--- src/cdq_pkg.sv ---
// cdq_pkg: shared types and constants for the circular_deque block.
// Opcodes, status codes, cell command struct and data word type.
// No dependencies; compiled first.
`default_nettype none

package cdq_pkg;

    localparam int unsigned WORD_W   = 32;
    localparam int unsigned OPCODE_W = 3;
    localparam int unsigned STATUS_W = 2;
    localparam int unsigned OCC_W    = 4;
    localparam int unsigned DEPTH_DEFAULT = 8;

    typedef logic [WORD_W-1:0] word_t;

    localparam word_t NO_DATA = '1;

    typedef enum logic [OPCODE_W-1:0] {
        OP_PUSH_FRONT = 3'd0,
        OP_PUSH_REAR  = 3'd1,
        OP_POP_FRONT  = 3'd2,
        OP_POP_REAR   = 3'd3,
        OP_PEEK_FRONT = 3'd4,
        OP_PEEK_REAR  = 3'd5
    } opcode_t;

    typedef enum logic [STATUS_W-1:0] {
        ST_DONE  = 2'd0,
        ST_FULL  = 2'd1,
        ST_EMPTY = 2'd2
    } status_t;

    // What every cell of a chain does at a clock edge
    typedef enum logic [1:0] {
        CELL_HOLD,
        CELL_SHIFT_BACK,  // take left neighbour, cell 0 takes the new word
        CELL_SHIFT_FWD,   // take right neighbour
        CELL_APPEND       // only the cell at the fill level takes the new word
    } cell_op_t;

    typedef struct packed {
        cell_op_t op;
        word_t    word;
    } chain_cmd_t;

endpackage : cdq_pkg

`default_nettype wire

--- src/cdq_if.sv ---
// cdq_if: valid/ready channel interfaces for the circular_deque block.
// Request channel (opcode, value) and response channel (data, status, flags).
// Depends on cdq_pkg.
`default_nettype none

interface cdq_req_if;
    logic                                valid;
    logic                                ready;
    logic [cdq_pkg::OPCODE_W-1:0]        opcode;
    logic signed [cdq_pkg::WORD_W-1:0]   value;

    modport source (output valid, output opcode, output value, input ready);
    modport sink   (input valid, input opcode, input value, output ready);
endinterface : cdq_req_if

interface cdq_rsp_if;
    logic                                valid;
    logic                                ready;
    logic signed [cdq_pkg::WORD_W-1:0]   data;
    logic [cdq_pkg::STATUS_W-1:0]        status;
    logic [cdq_pkg::OCC_W-1:0]           occupancy;
    logic                                is_empty;
    logic                                is_full;

    modport source (output valid, output data, output status, output occupancy,
                    output is_empty, output is_full, input ready);
    modport sink   (input valid, input data, input status, input occupancy,
                    input is_empty, input is_full, output ready);
endinterface : cdq_rsp_if

`default_nettype wire

--- src/cdq_cell.sv ---
// cdq_cell: one word slot of a deque chain.
// Shifts with its neighbours or takes the new word when it sits at the fill level.
// Depends on cdq_pkg.
`default_nettype none

module cdq_cell #(
    parameter int unsigned IDX = 0,
    parameter int unsigned CW  = 4
) (
    input  wire logic               clk,
    input  wire cdq_pkg::chain_cmd_t cmd,
    input  wire logic [CW-1:0]      count,
    input  wire cdq_pkg::word_t     left_word,
    input  wire cdq_pkg::word_t     right_word,
    output cdq_pkg::word_t          word
);

    cdq_pkg::word_t word_reg;
    cdq_pkg::word_t word_next;

    always_comb
    begin
        word_next = word_reg;
        unique case (cmd.op)
            cdq_pkg::CELL_HOLD:       word_next = word_reg;
            cdq_pkg::CELL_SHIFT_BACK: word_next = left_word;
            cdq_pkg::CELL_SHIFT_FWD:  word_next = right_word;
            cdq_pkg::CELL_APPEND:
            begin
                if (count == CW'(IDX))
                begin
                    word_next = cmd.word;
                end
            end
            default:                  word_next = word_reg;
        endcase
    end

    always_ff @(posedge clk)
    begin
        word_reg <= word_next;
    end

    assign word = word_reg;

endmodule : cdq_cell

`default_nettype wire

--- src/cdq_chain.sv ---
// cdq_chain: a row of DEPTH cdq_cell slots; slot 0 is the end the chain serves.
// Words enter at slot 0 (shift back) or at the fill level (append).
// Depends on cdq_pkg and cdq_cell.
`default_nettype none

module cdq_chain #(
    parameter int unsigned DEPTH = cdq_pkg::DEPTH_DEFAULT,
    parameter int unsigned CW    = $clog2(DEPTH + 1)
) (
    input  wire logic                clk,
    input  wire cdq_pkg::chain_cmd_t cmd,
    input  wire logic [CW-1:0]       count,
    output cdq_pkg::word_t           head
);

    cdq_pkg::word_t words [DEPTH];

    for (genvar i = 0; i < DEPTH; i++)
    begin : g_cell
        cdq_pkg::word_t left_w;
        cdq_pkg::word_t right_w;

        if (i == 0)
        begin : g_first
            assign left_w = cmd.word;
        end
        else
        begin : g_mid_l
            assign left_w = words[i-1];
        end

        if (i == DEPTH - 1)
        begin : g_last
            assign right_w = words[i];
        end
        else
        begin : g_mid_r
            assign right_w = words[i+1];
        end

        cdq_cell #(
            .IDX (i),
            .CW  (CW)
        ) u_cell (
            .clk        (clk),
            .cmd        (cmd),
            .count      (count),
            .left_word  (left_w),
            .right_word (right_w),
            .word       (words[i])
        );
    end

    assign head = words[0];

endmodule : cdq_chain

`default_nettype wire

--- src/circular_deque.sv ---
// circular_deque: double-ended queue of signed 32-bit words, top level.
// Two cell chains (front-ordered and rear-ordered) plus a fill counter.
// Depends on cdq_pkg, cdq_if, cdq_chain, cdq_cell.
//
// Usage:
//   req channel carries opcode and value; rsp channel returns one beat per
//   request with data, status, occupancy, is_empty and is_full.
//   Opcodes: push front, push rear, pop front, pop rear, peek front, peek rear.
//   A push on a full deque answers status full; a pop or peek on an empty one
//   answers status empty with data all ones (-1). Unused opcodes answer done, -1.
//   Latency: the response beat is valid the cycle after the request beat.
//   Throughput: one request per cycle unless a response stalls. Both ends are served
//   from slot 0 of their own chain; each cell does at most one shift or append.
//   Stall: while a response waits unaccepted, req.ready is low; a request is
//   still taken in the cycle the waiting response is accepted.
//   Reset: asynchronous, active low; the deque comes up empty and no response
//   is pending. Stored words are not cleared.
`default_nettype none

module circular_deque #(
    parameter int unsigned DEPTH = cdq_pkg::DEPTH_DEFAULT
) (
    input  wire logic clk,
    input  wire logic rst_n,
    cdq_req_if.sink   req,
    cdq_rsp_if.source rsp
);

    localparam int unsigned CW = $clog2(DEPTH + 1);

    logic [CW-1:0] count_reg;
    logic [CW-1:0] count_next;

    logic rsp_valid_reg;
    cdq_pkg::word_t     data_reg,      data_next;
    cdq_pkg::status_t   status_reg,    status_next;
    logic [cdq_pkg::OCC_W-1:0] occ_reg, occ_next;
    logic empty_reg, empty_next;
    logic full_reg,  full_next;

    cdq_pkg::chain_cmd_t front_cmd;
    cdq_pkg::chain_cmd_t rear_cmd;
    cdq_pkg::word_t      front_word;
    cdq_pkg::word_t      rear_word;

    logic accept;
    logic is_full_now;
    logic is_empty_now;

    assign req.ready    = !rsp_valid_reg || rsp.ready;
    assign accept       = req.valid && req.ready;
    assign is_full_now  = (count_reg == CW'(DEPTH));
    assign is_empty_now = (count_reg == '0);

    // front chain holds front..rear, rear chain holds rear..front
    always_comb
    begin
        front_cmd.op   = cdq_pkg::CELL_HOLD;
        front_cmd.word = cdq_pkg::word_t'(req.value);
        rear_cmd.op    = cdq_pkg::CELL_HOLD;
        rear_cmd.word  = cdq_pkg::word_t'(req.value);
        count_next     = count_reg;
        data_next      = cdq_pkg::NO_DATA;
        status_next    = cdq_pkg::ST_DONE;

        if (accept)
        begin
            unique case (req.opcode)
                cdq_pkg::OP_PUSH_FRONT:
                begin
                    if (is_full_now)
                    begin
                        status_next = cdq_pkg::ST_FULL;
                    end
                    else
                    begin
                        front_cmd.op = cdq_pkg::CELL_SHIFT_BACK;
                        rear_cmd.op  = cdq_pkg::CELL_APPEND;
                        count_next   = count_reg + CW'(1);
                    end
                end
                cdq_pkg::OP_PUSH_REAR:
                begin
                    if (is_full_now)
                    begin
                        status_next = cdq_pkg::ST_FULL;
                    end
                    else
                    begin
                        front_cmd.op = cdq_pkg::CELL_APPEND;
                        rear_cmd.op  = cdq_pkg::CELL_SHIFT_BACK;
                        count_next   = count_reg + CW'(1);
                    end
                end
                cdq_pkg::OP_POP_FRONT:
                begin
                    if (is_empty_now)
                    begin
                        status_next = cdq_pkg::ST_EMPTY;
                    end
                    else
                    begin
                        data_next    = front_word;
                        front_cmd.op = cdq_pkg::CELL_SHIFT_FWD;
                        count_next   = count_reg - CW'(1);
                    end
                end
                cdq_pkg::OP_POP_REAR:
                begin
                    if (is_empty_now)
                    begin
                        status_next = cdq_pkg::ST_EMPTY;
                    end
                    else
                    begin
                        data_next   = rear_word;
                        rear_cmd.op = cdq_pkg::CELL_SHIFT_FWD;
                        count_next  = count_reg - CW'(1);
                    end
                end
                cdq_pkg::OP_PEEK_FRONT:
                begin
                    if (is_empty_now)
                        status_next = cdq_pkg::ST_EMPTY;
                    else
                        data_next = front_word;
                end
                cdq_pkg::OP_PEEK_REAR:
                begin
                    if (is_empty_now)
                        status_next = cdq_pkg::ST_EMPTY;
                    else
                        data_next = rear_word;
                end
                default:
                begin
                    status_next = cdq_pkg::ST_DONE;
                end
            endcase
        end
    end

    assign occ_next   = cdq_pkg::OCC_W'(count_next);
    assign empty_next = (count_next == '0);
    assign full_next  = (count_next == CW'(DEPTH));

    cdq_chain #(
        .DEPTH (DEPTH),
        .CW    (CW)
    ) u_front (
        .clk   (clk),
        .cmd   (front_cmd),
        .count (count_reg),
        .head  (front_word)
    );

    cdq_chain #(
        .DEPTH (DEPTH),
        .CW    (CW)
    ) u_rear (
        .clk   (clk),
        .cmd   (rear_cmd),
        .count (count_reg),
        .head  (rear_word)
    );

    always_ff @(posedge clk or negedge rst_n)
    begin
        if (!rst_n)
        begin
            count_reg     <= '0;
            rsp_valid_reg <= 1'b0;
        end
        else
        begin
            count_reg <= count_next;
            if (accept)
                rsp_valid_reg <= 1'b1;
            else if (rsp.ready)
                rsp_valid_reg <= 1'b0;
        end
    end

    always_ff @(posedge clk)
    begin
        if (accept)
        begin
            data_reg   <= data_next;
            status_reg <= status_next;
            occ_reg    <= occ_next;
            empty_reg  <= empty_next;
            full_reg   <= full_next;
        end
    end

    assign rsp.valid     = rsp_valid_reg;
    assign rsp.data      = $signed(data_reg);
    assign rsp.status    = status_reg;
    assign rsp.occupancy = occ_reg;
    assign rsp.is_empty  = empty_reg;
    assign rsp.is_full   = full_reg;

endmodule : circular_deque

`default_nettype wire

--- src/flat_wrapper.sv ---
// flat-port wrapper written by rule: the top's interface ports become plain ports
module circular_deque_flat 
#(
    parameter int unsigned DEPTH = cdq_pkg::DEPTH_DEFAULT
)
  (clk, rst_n, req_valid, req_opcode, req_value, req_ready, rsp_valid, rsp_data, rsp_status, rsp_occupancy, rsp_is_empty, rsp_is_full, rsp_ready);
  cdq_req_if req_i ();
  cdq_rsp_if rsp_i ();
  input  wire logic clk;
  input  wire logic rst_n;
  input wire logic [$bits(req_i.valid)-1:0] req_valid;
  input wire logic [$bits(req_i.opcode)-1:0] req_opcode;
  input wire logic [$bits(req_i.value)-1:0] req_value;
  output wire logic [$bits(req_i.ready)-1:0] req_ready;
  output wire logic [$bits(rsp_i.valid)-1:0] rsp_valid;
  output wire logic [$bits(rsp_i.data)-1:0] rsp_data;
  output wire logic [$bits(rsp_i.status)-1:0] rsp_status;
  output wire logic [$bits(rsp_i.occupancy)-1:0] rsp_occupancy;
  output wire logic [$bits(rsp_i.is_empty)-1:0] rsp_is_empty;
  output wire logic [$bits(rsp_i.is_full)-1:0] rsp_is_full;
  input wire logic [$bits(rsp_i.ready)-1:0] rsp_ready;
  assign req_i.valid = req_valid;
  assign req_i.opcode = req_opcode;
  assign req_i.value = req_value;
  assign req_ready = req_i.ready;
  assign rsp_valid = rsp_i.valid;
  assign rsp_data = rsp_i.data;
  assign rsp_status = rsp_i.status;
  assign rsp_occupancy = rsp_i.occupancy;
  assign rsp_is_empty = rsp_i.is_empty;
  assign rsp_is_full = rsp_i.is_full;
  assign rsp_i.ready = rsp_ready;
  circular_deque #(.DEPTH(DEPTH)) u_core (.clk(clk), .rst_n(rst_n), .req(req_i), .rsp(rsp_i));
endmodule
--- config.mk ---
export PLATFORM = sky130hd
export DESIGN_NAME = circular_deque_flat
export DESIGN_NICKNAME = d
export VERILOG_FILES = /design/src/cdq_pkg.sv /design/src/cdq_if.sv /design/src/cdq_cell.sv /design/src/cdq_chain.sv /design/src/circular_deque.sv /design/src/flat_wrapper.sv
export SDC_FILE = /design/constraint.sdc
export NUM_CORES = 1
export LEC_CHECK = 0
export ABC_AREA = 1
export BUFFER_PORTS_ARGS = -buffer_cell sky130_fd_sc_hd__buf_2
export CORE_UTILIZATION = 40
export DETAILED_ROUTE_END_ITERATION = 12
export HOLD_SLACK_MARGIN = 0.08
export SLEW_MARGIN = 15
export SYNTH_ARGS = -nofsm -noshare
export SYNTH_HDL_FRONTEND = slang
export SYNTH_SLANG_ARGS = --single-unit
--- constraint.sdc ---
create_clock -name clk -period 7.7 [get_ports clk]
set_clock_uncertainty 0.05 [all_clocks]
set_input_delay 1.155 -clock clk [delete_from_list [all_inputs] [get_ports clk]]
set_output_delay 1.155 -clock clk [all_outputs]
set_load 0.05 [all_outputs]
Word level (Yosys, flattened, before mapping). Index checks and enable logic that the tools add are counted.

Add/subtract/negate cells: 2. Multiply operators: 0. Divide/modulo/power cells: 0. Magnitude comparators: 0. Eq/ne operators: 36. Shifts and indexed selects: 0. Multiplexer cells: 43. Bitwise operators: 4. Reduce and logical (&&, ||, !) cells: 32.

Operators with widths (number): $pmux 32 s3 (14); $mux 32 (10); $pmux 32 s2 (3); $ne 2x1->1 const B (16); $reduce_and 2->1 (16); $eq 4x3->1 const B (4); $mux 4 (3); $pmux 2 s3 (2); $reduce_or 2->1 (6); $mux 2 (5); $eq 2x2->1 const B (4); $eq 4x2->1 const B (2); $eq 4x4->1 const B (2); $logic_not 4->1 (2); $pmux 4 s2 (1); $eq 3x2->1 const B (2); $eq 3x3->1 const B (2); $add 4x1->4 const B (1); $eq 2x1->1 const B (2); $eq 4x1->1 const B (1); $logic_not 2->1 (2); $mux 1 (4); $not 1->1 (4); $pmux 2 s2 (1); other kinds (8) (8).

Register bits: 557. Latch bits: 0. RAM bits: 0. Memory bits (read-only): 0. Input port bits: 39. Output and inout port bits: 42. Word-level logic and storage cells: 140. Memories: 0.

Logic depth before layout (Yosys ltp). Gate-level depths: netlist (run 1).

Word-level depth: 8. Gate-level depth with buffers: 13. Mapped depth without buffers: 11.

Cells and area by module. Synthesis (run 1) repeated with hierarchy kept, for this count alone.

Cell total of the unflattened synthesis: 3105. Area, all modules: 29020.3 sq um.

By module, submodules not included: cdq_cell at u_core.u_front.g_cell[1].u_cell ... (instances 12, cells each 179, area each 1670.4 sq um, sequential area each 960.9 sq um); cdq_cell at u_core.u_front.g_cell[7].u_cell ... (instances 2, cells each 180, area each 1674.1 sq um, sequential area each 960.9 sq um); cdq_cell at u_core.u_front.g_cell[0].u_cell ... (instances 2, cells each 178, area each 1666.6 sq um, sequential area each 960.9 sq um); circular_deque (instances 1, cells each 241, area each 2294.7 sq um, sequential area each 1326.3 sq um).

Worst setup path before layout (run 1). OpenSTA, ideal clock, no wires.

Kind: input to register. Start point: input req_opcode[1]. End point: register u_core.u_front.g_cell[7].u_cell.word_reg[0] (enable). Setup time: 432 ps. Data arrival time: 3779 ps. Data required time: 7218 ps. Setup slack: 3439 ps. Stages on the path: 8. Path buffers: 3. Path through: buf_2 nor2_2 nand2_2 inv_2 nand2_1 buf_2 buf_2 a21oi_1.

Word-level cells in the longest chain between the ends: 7. Elaborated cells on any way between the ends: 12. Those cells by class: eq/ne: 5; mux: 2; bitwise: 1; reduce/logical: 4.

Ends and longest elaborated chain: start: declaration (RTL line flat_wrapper.sv:12) `input wire logic [$bits(req_i.opcode)-1:0] req_opcode;`; $eq 3x2->1, or another cell as far along (RTL line circular_deque.sv:68) `unique case (req.opcode)`; $pmux 2 s3 * (RTL line circular_deque.sv:68); $mux 2 * (RTL line circular_deque.sv:66) `if (accept)`; $eq 2x2->1 / $logic_not 2->1 (equally long branches) (RTL line cdq_cell.sv:24) `unique case (cmd.op)`; $reduce_or 2->1 (no line); $not 1->1 (no line); $reduce_and 2->1 (no line) *; end signal: assignment (RTL line cdq_cell.sv:41) `word_reg <= word_next;`; end: declaration (RTL line cdq_cell.sv:18) `cdq_pkg::word_t word_reg;`.

Every way passes the cells marked *; elsewhere a longest branch is shown, timed or not. A chain may end at the register's enable or synchronous reset.

Final worst setup path (run 1).
Start point: register u_core.count_reg[0]. End point: register u_core.u_rear.g_cell[4].u_cell.word_reg[2] (data pin).

Word-level cells in the longest chain between the ends: 6. Elaborated cells on any way between the ends: 11. Those cells by class: eq/ne: 4; mux: 6; reduce/logical: 1.

Ends and longest elaborated chain: start: declaration (RTL line circular_deque.sv:31) `logic [CW-1:0] count_reg;`; start signal: assignment (RTL line circular_deque.sv:176) `count_reg <= count_next;`; $eq 4x4->1 / $logic_not 4->1 (equally long branches) (RTL line circular_deque.sv:52, circular_deque.sv:53); $mux 1, or another cell as far along (RTL line circular_deque.sv:84) `if (is_full_now)`; $pmux 2 s3 * (RTL line circular_deque.sv:68); $mux 2 * (RTL line circular_deque.sv:66); $eq 2x2->1 / $eq 2x1->1 (equally long branches) (RTL line cdq_cell.sv:24); $pmux 32 s3 * (RTL line cdq_cell.sv:24); via u_core.u_rear.g_cell[4].u_cell.word_next[2] (RTL line cdq_cell.sv:19) `cdq_pkg::word_t word_next;`; end signal: assignment (RTL line cdq_cell.sv:41); end: declaration (RTL line cdq_cell.sv:18).

Mark *: on every way through the listed nets, which the timed path passes. The rest lies on a longest branch.

==> results of run 1 <==
## metrics by stage
stage	utilization	setup slack, ps	hold WS, ps	cells	instance area (um2)
2_1_floorplan	-	3439	448.4	2513	26130
3_3_place_gp	0.4185	2325	458.5	3265	26980
3_5_place_dp	0.4185	2284	475.6	3265	26980
4_1_cts	0.4486	2655	268.9	3371	28920
5_1_grt	0.4487	2317	282.4	3375	28930
6_report	0.4487	2621	304.5	3375	28930
## routing by layer
layer	vias to the layer above	global-route usage	wire length, um
met3	113	0.04083	6702
li1	9202	-	-
met5	-	0	0
met1	9975	0.3222	32360
met2	1096	0.3157	32310
met4	0	0.06394	1854
## logic make-up (layout without fill, tap and decap cells)
logic type / Yosys count / after routing / synth area share
other: 0 / 4 / 0
AOI/OAI and AO/OA: 159 / 159 / 0.03193
buffers and inverters: 289 / 292 / 0.04845
adders and majority gates: 4 / 4 / 0.001915
DFF: 557 / 557 / 0.6391
and+or+nand+nor: 1504 / 1504 / 0.2786
## worst reg2reg max path, stage by stage (launching register included)
cell and delay (ps):
dfrtp_1 440, inv_1 130, ha_1 390, nand3_2 230, nand2_8 510, o21ai_4 530
buf_4 840, buf_4 960, nand4_1 630, nand3_1 230
## layout by cell type (no fill, tap or decap), types with 2 or more instances in the layout
cell type  synthesis  final
nand2_1          671    669
clkbuf_8           0      2
nand2_4           10     11
nor2_1            13     12
buf_2             85     80
inv_1             70     70
ha_1               4      4
o21ai_0          128    128
clkinv_2           0     10
inv_2              2      2
clkbuf_1         105     10
buf_12             0      2
bufinv_16          0      8
nand3_1          398    398
a21oi_4            0      3
nor2_4             3      4
a22oi_1            4      4
buf_4             12     31
nand2_2            8      7
nor2_2             2      2
nand2_8            0      2
dfrtp_1            5      5
diode_2            0      4
o22ai_1           17     17
clkinv_1           1     16
a21oi_1            8      5
clkbuf_16          0     61
nand4_1          397    397
o21ai_4            0      2
edfxtp_1         552    552
## worst paths after layout
kind | endpoint | slack (ps) | depth (start not counted)
max | u_core.u_rear.g_cell[4].u_cell.word[2] | 2620 | 9
min | u_core.count_reg[2] | 300 | 1
max reg2reg | u_core.u_rear.g_cell[4].u_cell.word[2] | 2620 | 9
min reg2reg | u_core.u_rear.g_cell[6].u_cell.word[31] | 480 | 2
max in group asynchronous | u_core.rsp.valid | 7140 | 1
min in group clk | u_core.u_rear.g_cell[6].u_cell.word[31] | 480 | 2
## final cells by class
| type | count | area, um2 | area share |
|---|---|---|---|
| Clock inverter | 33 | 346.6 | 0.01198 |
| Timing Repair Buffer | 113 | 673.1 | 0.02327 |
| Antenna cell | 4 | 10.01 | 0.0003460 |
| Clock buffer | 73 | 1592 | 0.05502 |
| Multi-Input combinational cell | 1667 | 8260 | 0.2856 |
| Sequential cell | 557 | 16700 | 0.5774 |
| Tap cell | 855 | 1070 | 0.03698 |
| Inverter | 73 | 274.0 | 0.009473 |
## power by group through the flow
stage                     Clock [uW]  Combinational [uW]  Sequential [uW]
after floorplan                    0                 666             3860
after global placement             0                1000             3840
after detailed placement           0                1020             3840
after CTS                       2950                1030             3780
after global routing            3060                1130             3810
final                           2890                1030             3790
==> results.yml, run 1 <==
final_layout:
  syn2layout_area_growth_pct: 10.69
  layout-drive-gt1-share: 0.09102
  num-nets-final: 2513
  nFillCells: 6030
placed_design:
  place_hpwl_mm: 42.30
  port_buffers: 80
  gp_congestion: 0.8599
floorplanning:
  die_x_um: 257.6
  pin_count: 81
  core_area_um2: 64460
  dieArea_um2: 66360
  rows: 93
  start_util: 0.4054
  die_h_um: 257.6
timing:
  setup_viol: 0
  tightest_slew_ps: 1178
  final_max_slew_viol_count: 0
  setup_tns_ps: 0
  period_needed_ps: 5079
  hold_viol: 0
  finalCritPeriodShare: 0.6596
  rsz0062_at_grt: "no"
  slew-limit-headroom: 0.2146
  max_freq_mhz: 196.9
setup_path:
  cp_max_fo: 148
  slowest_stage: "buf_4"
  crit_start: "u_core.count_reg[0]"
  worst-setup-path-type: "flip-flop to flip-flop"
  crit_top_cell: "buf_4"
  path_cells: "inv_1, ha_1, nand3_2, nand2_8, o21ai_4, buf_4, buf_4, nand4_1, nand3_1"
  arrival_ps: 5490
  cp-start-kind: "flip-flop"
  crit_path_end_kind: "flip-flop"
  worstPathRequired_ps: 8110
  cp.buffers_inverters: 3
  timing.rr.start: "u_core.count_reg[0]"
  critical-path-top-delay-family: "buffers and inverters"
  slowest_delay_ps: 890
power_and_ir_drop:
  p_leak_uw: 0.01102
  intPower_uw: 5615
  p_sw_uw: 2102
  p_per_area_nw_per_um2: 266.8
  p_clk_frac: 0.375
  max-vdd-ir-drop_mv: 0.1841
  seqPwrFrac: 0.491
  switching_share: 0.2724
  power_uw: 7717
  combPwrFrac: 0.134
drt:
  drt_iter0_markers: 3204
  viasPerCell: 6.040
  firstDrtPassIters: 6
  ant_nets: 0
  wl_per_cell_um: 21.70
  dr_total_vias: 20390
  routed_wl_mm: 73.23
  drc: 0
grt:
  grt_overflow: 0
  grt_usage: 0.2152
  antenna_found_initial: 4
  first_global_vias: 18400
  grt_pass1_wl_mm: 112.9
  grt_max_degree: 194
yosys:
  synth_most_common_cell: "nand2_1"
  synth-edff-count: 552
  ys_seq_elements: 557
  async_flop_share: 0.008977
  ys_top_cells_by_count: "671 x nand2_1, 552 x edfxtp_1, 398 x nand3_1"
  synth.top_cell.area_share: 0.6343
  netlist_top_cells_area: "edfxtp_1 63%, nand2_1 9.6%, nand4_1 9.5%"
  yosysTopAreaCell: "edfxtp_1"
  synth_area_um2: 26130
  netlist_instances: 2513
  yosysUniqueCellTypes: 26
  synthFlopType: "edfxtp_1"
  synth.avg_cell_area_um2: 10.40
  synth-seq-area-share: 0.6391
  yosysWarningCount: 0
  synth_fp_nets: 2556
clocking:
  clock-sinks: 557
  cts_max_level: 2
  clock_latency_ps: 620
  numCtsBuffers: 58
  hold_buffers: 0
  clkTransAtPathRegs_ps: 60
  cts_setup_buffers: 0
  clk_path_buf_depth: 3
  cts_tree: "done"
  cts_resized: 0
  cts-root-buf: "clkbuf_16"
worst_hold_path:
  min_path_type: "input pin to async pin"
job:
  maxCapViolations: 0
status:
  status: "complete, no violations"
Power figures use the tool's default switching activity.
==> run 2, diff against run 1 <==
==> constraint.sdc (replaced) <==
create_clock -name clk -period 4.5 [get_ports clk]
set_clock_uncertainty 0.05 [all_clocks]
set_input_delay 0.675 -clock clk [delete_from_list [all_inputs] [get_ports clk]]
set_output_delay 0.675 -clock clk [all_outputs]
set_load 0.05 [all_outputs]
==> run 2 against run 1 <==
  * Final cell count down 0.15%
  * Total power grew 71%
  * Sequential cell count is the same
  * Via count is 1.9% lower
==> results.yml, run 2 (same netlist as run 1, synthesis figures left out) <==
placed_design:
  gp_congestion: 0.9148
  place_hpwl_mm: 42.06
  dp_slack_ps: 863.7
  port_buffers: 80
setup_path:
  slowest_stage: "buf_4"
  cp.depth: 10
  arrival_ps: 4130
  r2r-end: "u_core.u_front.g_cell[1].u_cell.word[23]"
  cp-start-kind: "flip-flop"
  timing.rr.start: "u_core.count_reg[0]"
  critical-path-top-delay-family: "buffers and inverters"
  worst-setup-path-type: "flip-flop to flip-flop"
  reg2reg_slack_ps: 790
  cp_max_fo: 135
  crit_top_cell: "nand2_8"
  crit_path_end: "u_core.u_front.g_cell[1].u_cell.word[23]"
  cp.buffers_inverters: 3
  rr_worst_depth: 10
  crit_start: "u_core.count_reg[0]"
  crit_path_end_kind: "flip-flop"
  path_cells: "inv_1, ha_1, nand3_2, nand2_8, o21ai_4, nand2_8, buf_12, buf_4, nand2_1, nand3_1"
  worstPathRequired_ps: 4920
  slowest_delay_ps: 810
clocking:
  clock-sinks: 557
  cts_setup_buffers: 0
  cts_resized: 0
  clock_latency_ps: 620
  cts_tree: "done"
  hold_buffers: 1
  cts_max_level: 2
  numCtsBuffers: 57
  clkTransAtPathRegs_ps: 60
  clk_path_buf_depth: 3
  cts-root-buf: "clkbuf_16"
final_layout:
  final_common_cell: "nand2_1"
  mostFrequentLayoutCells: "669 x nand2_1, 552 x edfxtp_1, 398 x nand3_1"
  num-nets-final: 2516
  nFillCells: 6074
  syn2layout_area_growth_pct: 10.89
  layout-drive-gt1-share: 0.09109
grt:
  first_global_vias: 18230
  antenna_found_initial: 0
  grt_use_met2: 0.3109
  met1_usage: 0.3296
  grt_max_degree: 226
  use_met3: 0.03033
  top_usage_layer: "met1"
  grt_usage: 0.2134
  grt_overflow: 0
  grt_pass1_wl_mm: 112.2
floorplanning:
  die_x_um: 257.6
  dieArea_um2: 66360
  die_h_um: 257.6
  pin_count: 81
  rows: 93
  start_util: 0.4054
  core_area_um2: 64460
timing:
  setup_tns_ps: 0
  max_freq_mhz: 269.3
  rsz0062_at_grt: "no"
  setup_slack_ps: 786.9
  final_max_slew_viol_count: 0
  period_needed_ps: 3713
  hold_viol: 0
  tightest_slew_ps: 1058
  setup_viol: 0
  finalCritPeriodShare: 0.8251
  slew-limit-headroom: 0.2948
drt:
  drc: 0
  firstDrtPassIters: 6
  viasPerCell: 5.935
  drt_iter0_markers: 2831
  dr_total_vias: 20000
  wl_per_cell_um: 21.59
  routed_wl_mm: 72.76
  ant_nets: 0
status:
  status: "complete, no violations"
worst_hold_path:
  min_path_type: "input pin to flip-flop"
power_and_ir_drop:
  p_per_area_nw_per_um2: 455.3
  max-vdd-ir-drop_mv: 0.3139
  p_leak_uw: 0.01104
job:
  maxCapViolations: 0
-- run 2: cell count changes in the layout (fill, tap and decap cells not counted) --
cell / previous run / this run
buf_12: 2 / 7
clkbuf_1: 10 / 7
clkbuf_16: 61 / 58
diode_2: 4 / 1
buf_4: 31 / 29
bufinv_16: 8 / 10
clkinv_2: 10 / 8
clkbuf_8: 2 / 1
clkinv_8: 0 / 1
dlygate4sd3_1: 0 / 1
-- run 2: worst min-delay path by stage --
stage / from / to / slack (ps) / cells after the start
after floorplan: rst_n / u_core.count_reg[0] / 330 / 0
after global placement: rst_n / u_core.rsp.valid / 460 / 1
after detailed placement: rst_n / u_core.rsp.valid / 460 / 1
after global routing: req_valid / u_core.rsp.valid / 270 / 3
final: req_valid / u_core.rsp.valid / 250 / 3
after CTS: req_valid / u_core.rsp.valid / 220 / 3
-- run 2: metrics by stage --
stage                 util  power, uW  cell area [um2]  hold WS, ps  std cells
global route        0.4495      13660            28980        269.7       3369
finish              0.4496      13200            28980        249.1       3370
floorplan                -       7750            26130        329.4       2513
CTS                 0.4495      13270            28980        219.2       3369
detailed placement  0.4198       8336            27060        460.4       3268
global placement    0.4198       8284            27060        462.0       3268
-- run 2: where the power goes --
group	switching, uW	leakage, uW	internal [uW]	total (uW)
Clock	2020	0.000933	2920	4940
Combinational	1350	0.00498	426	1780
Sequential	222	0.00513	6260	6480
Total	3590	0.0110	9600	13200
-- run 2: layout make-up --
| cell class | instances | area, um2 | share of cell area |
|---|---|---|---|
| tap | 855 | 1070 | 0.03691 |
| multi-input combinational | 1667 | 8260 | 0.2850 |
| sequential | 557 | 16700 | 0.5763 |
| clock inverter | 34 | 412.9 | 0.01425 |
| inverter | 73 | 274.0 | 0.009455 |
| timing repair buffer | 117 | 768.2 | 0.02651 |
| antenna | 1 | 2.502 | 0.00008635 |
| clock buffer | 66 | 1491 | 0.05146 |
-- run 2: routing by layer --
layer,share of wire,wire length (um)
met1,0.46,33650
met2,0.44,31920
met3,0.076,5526
met4,0.023,1664
met5,0,0
-- run 2: worst register-to-register path: cells and delay by family, from the launching register on --
family | cells | cell delay (ps)
AOI/OAI and AO/OA | 1 | 160
adders and majority gates | 1 | 400
buffers and inverters | 3 | 1430
DFF | 1 | 450
and+or+nand+nor | 5 | 1070
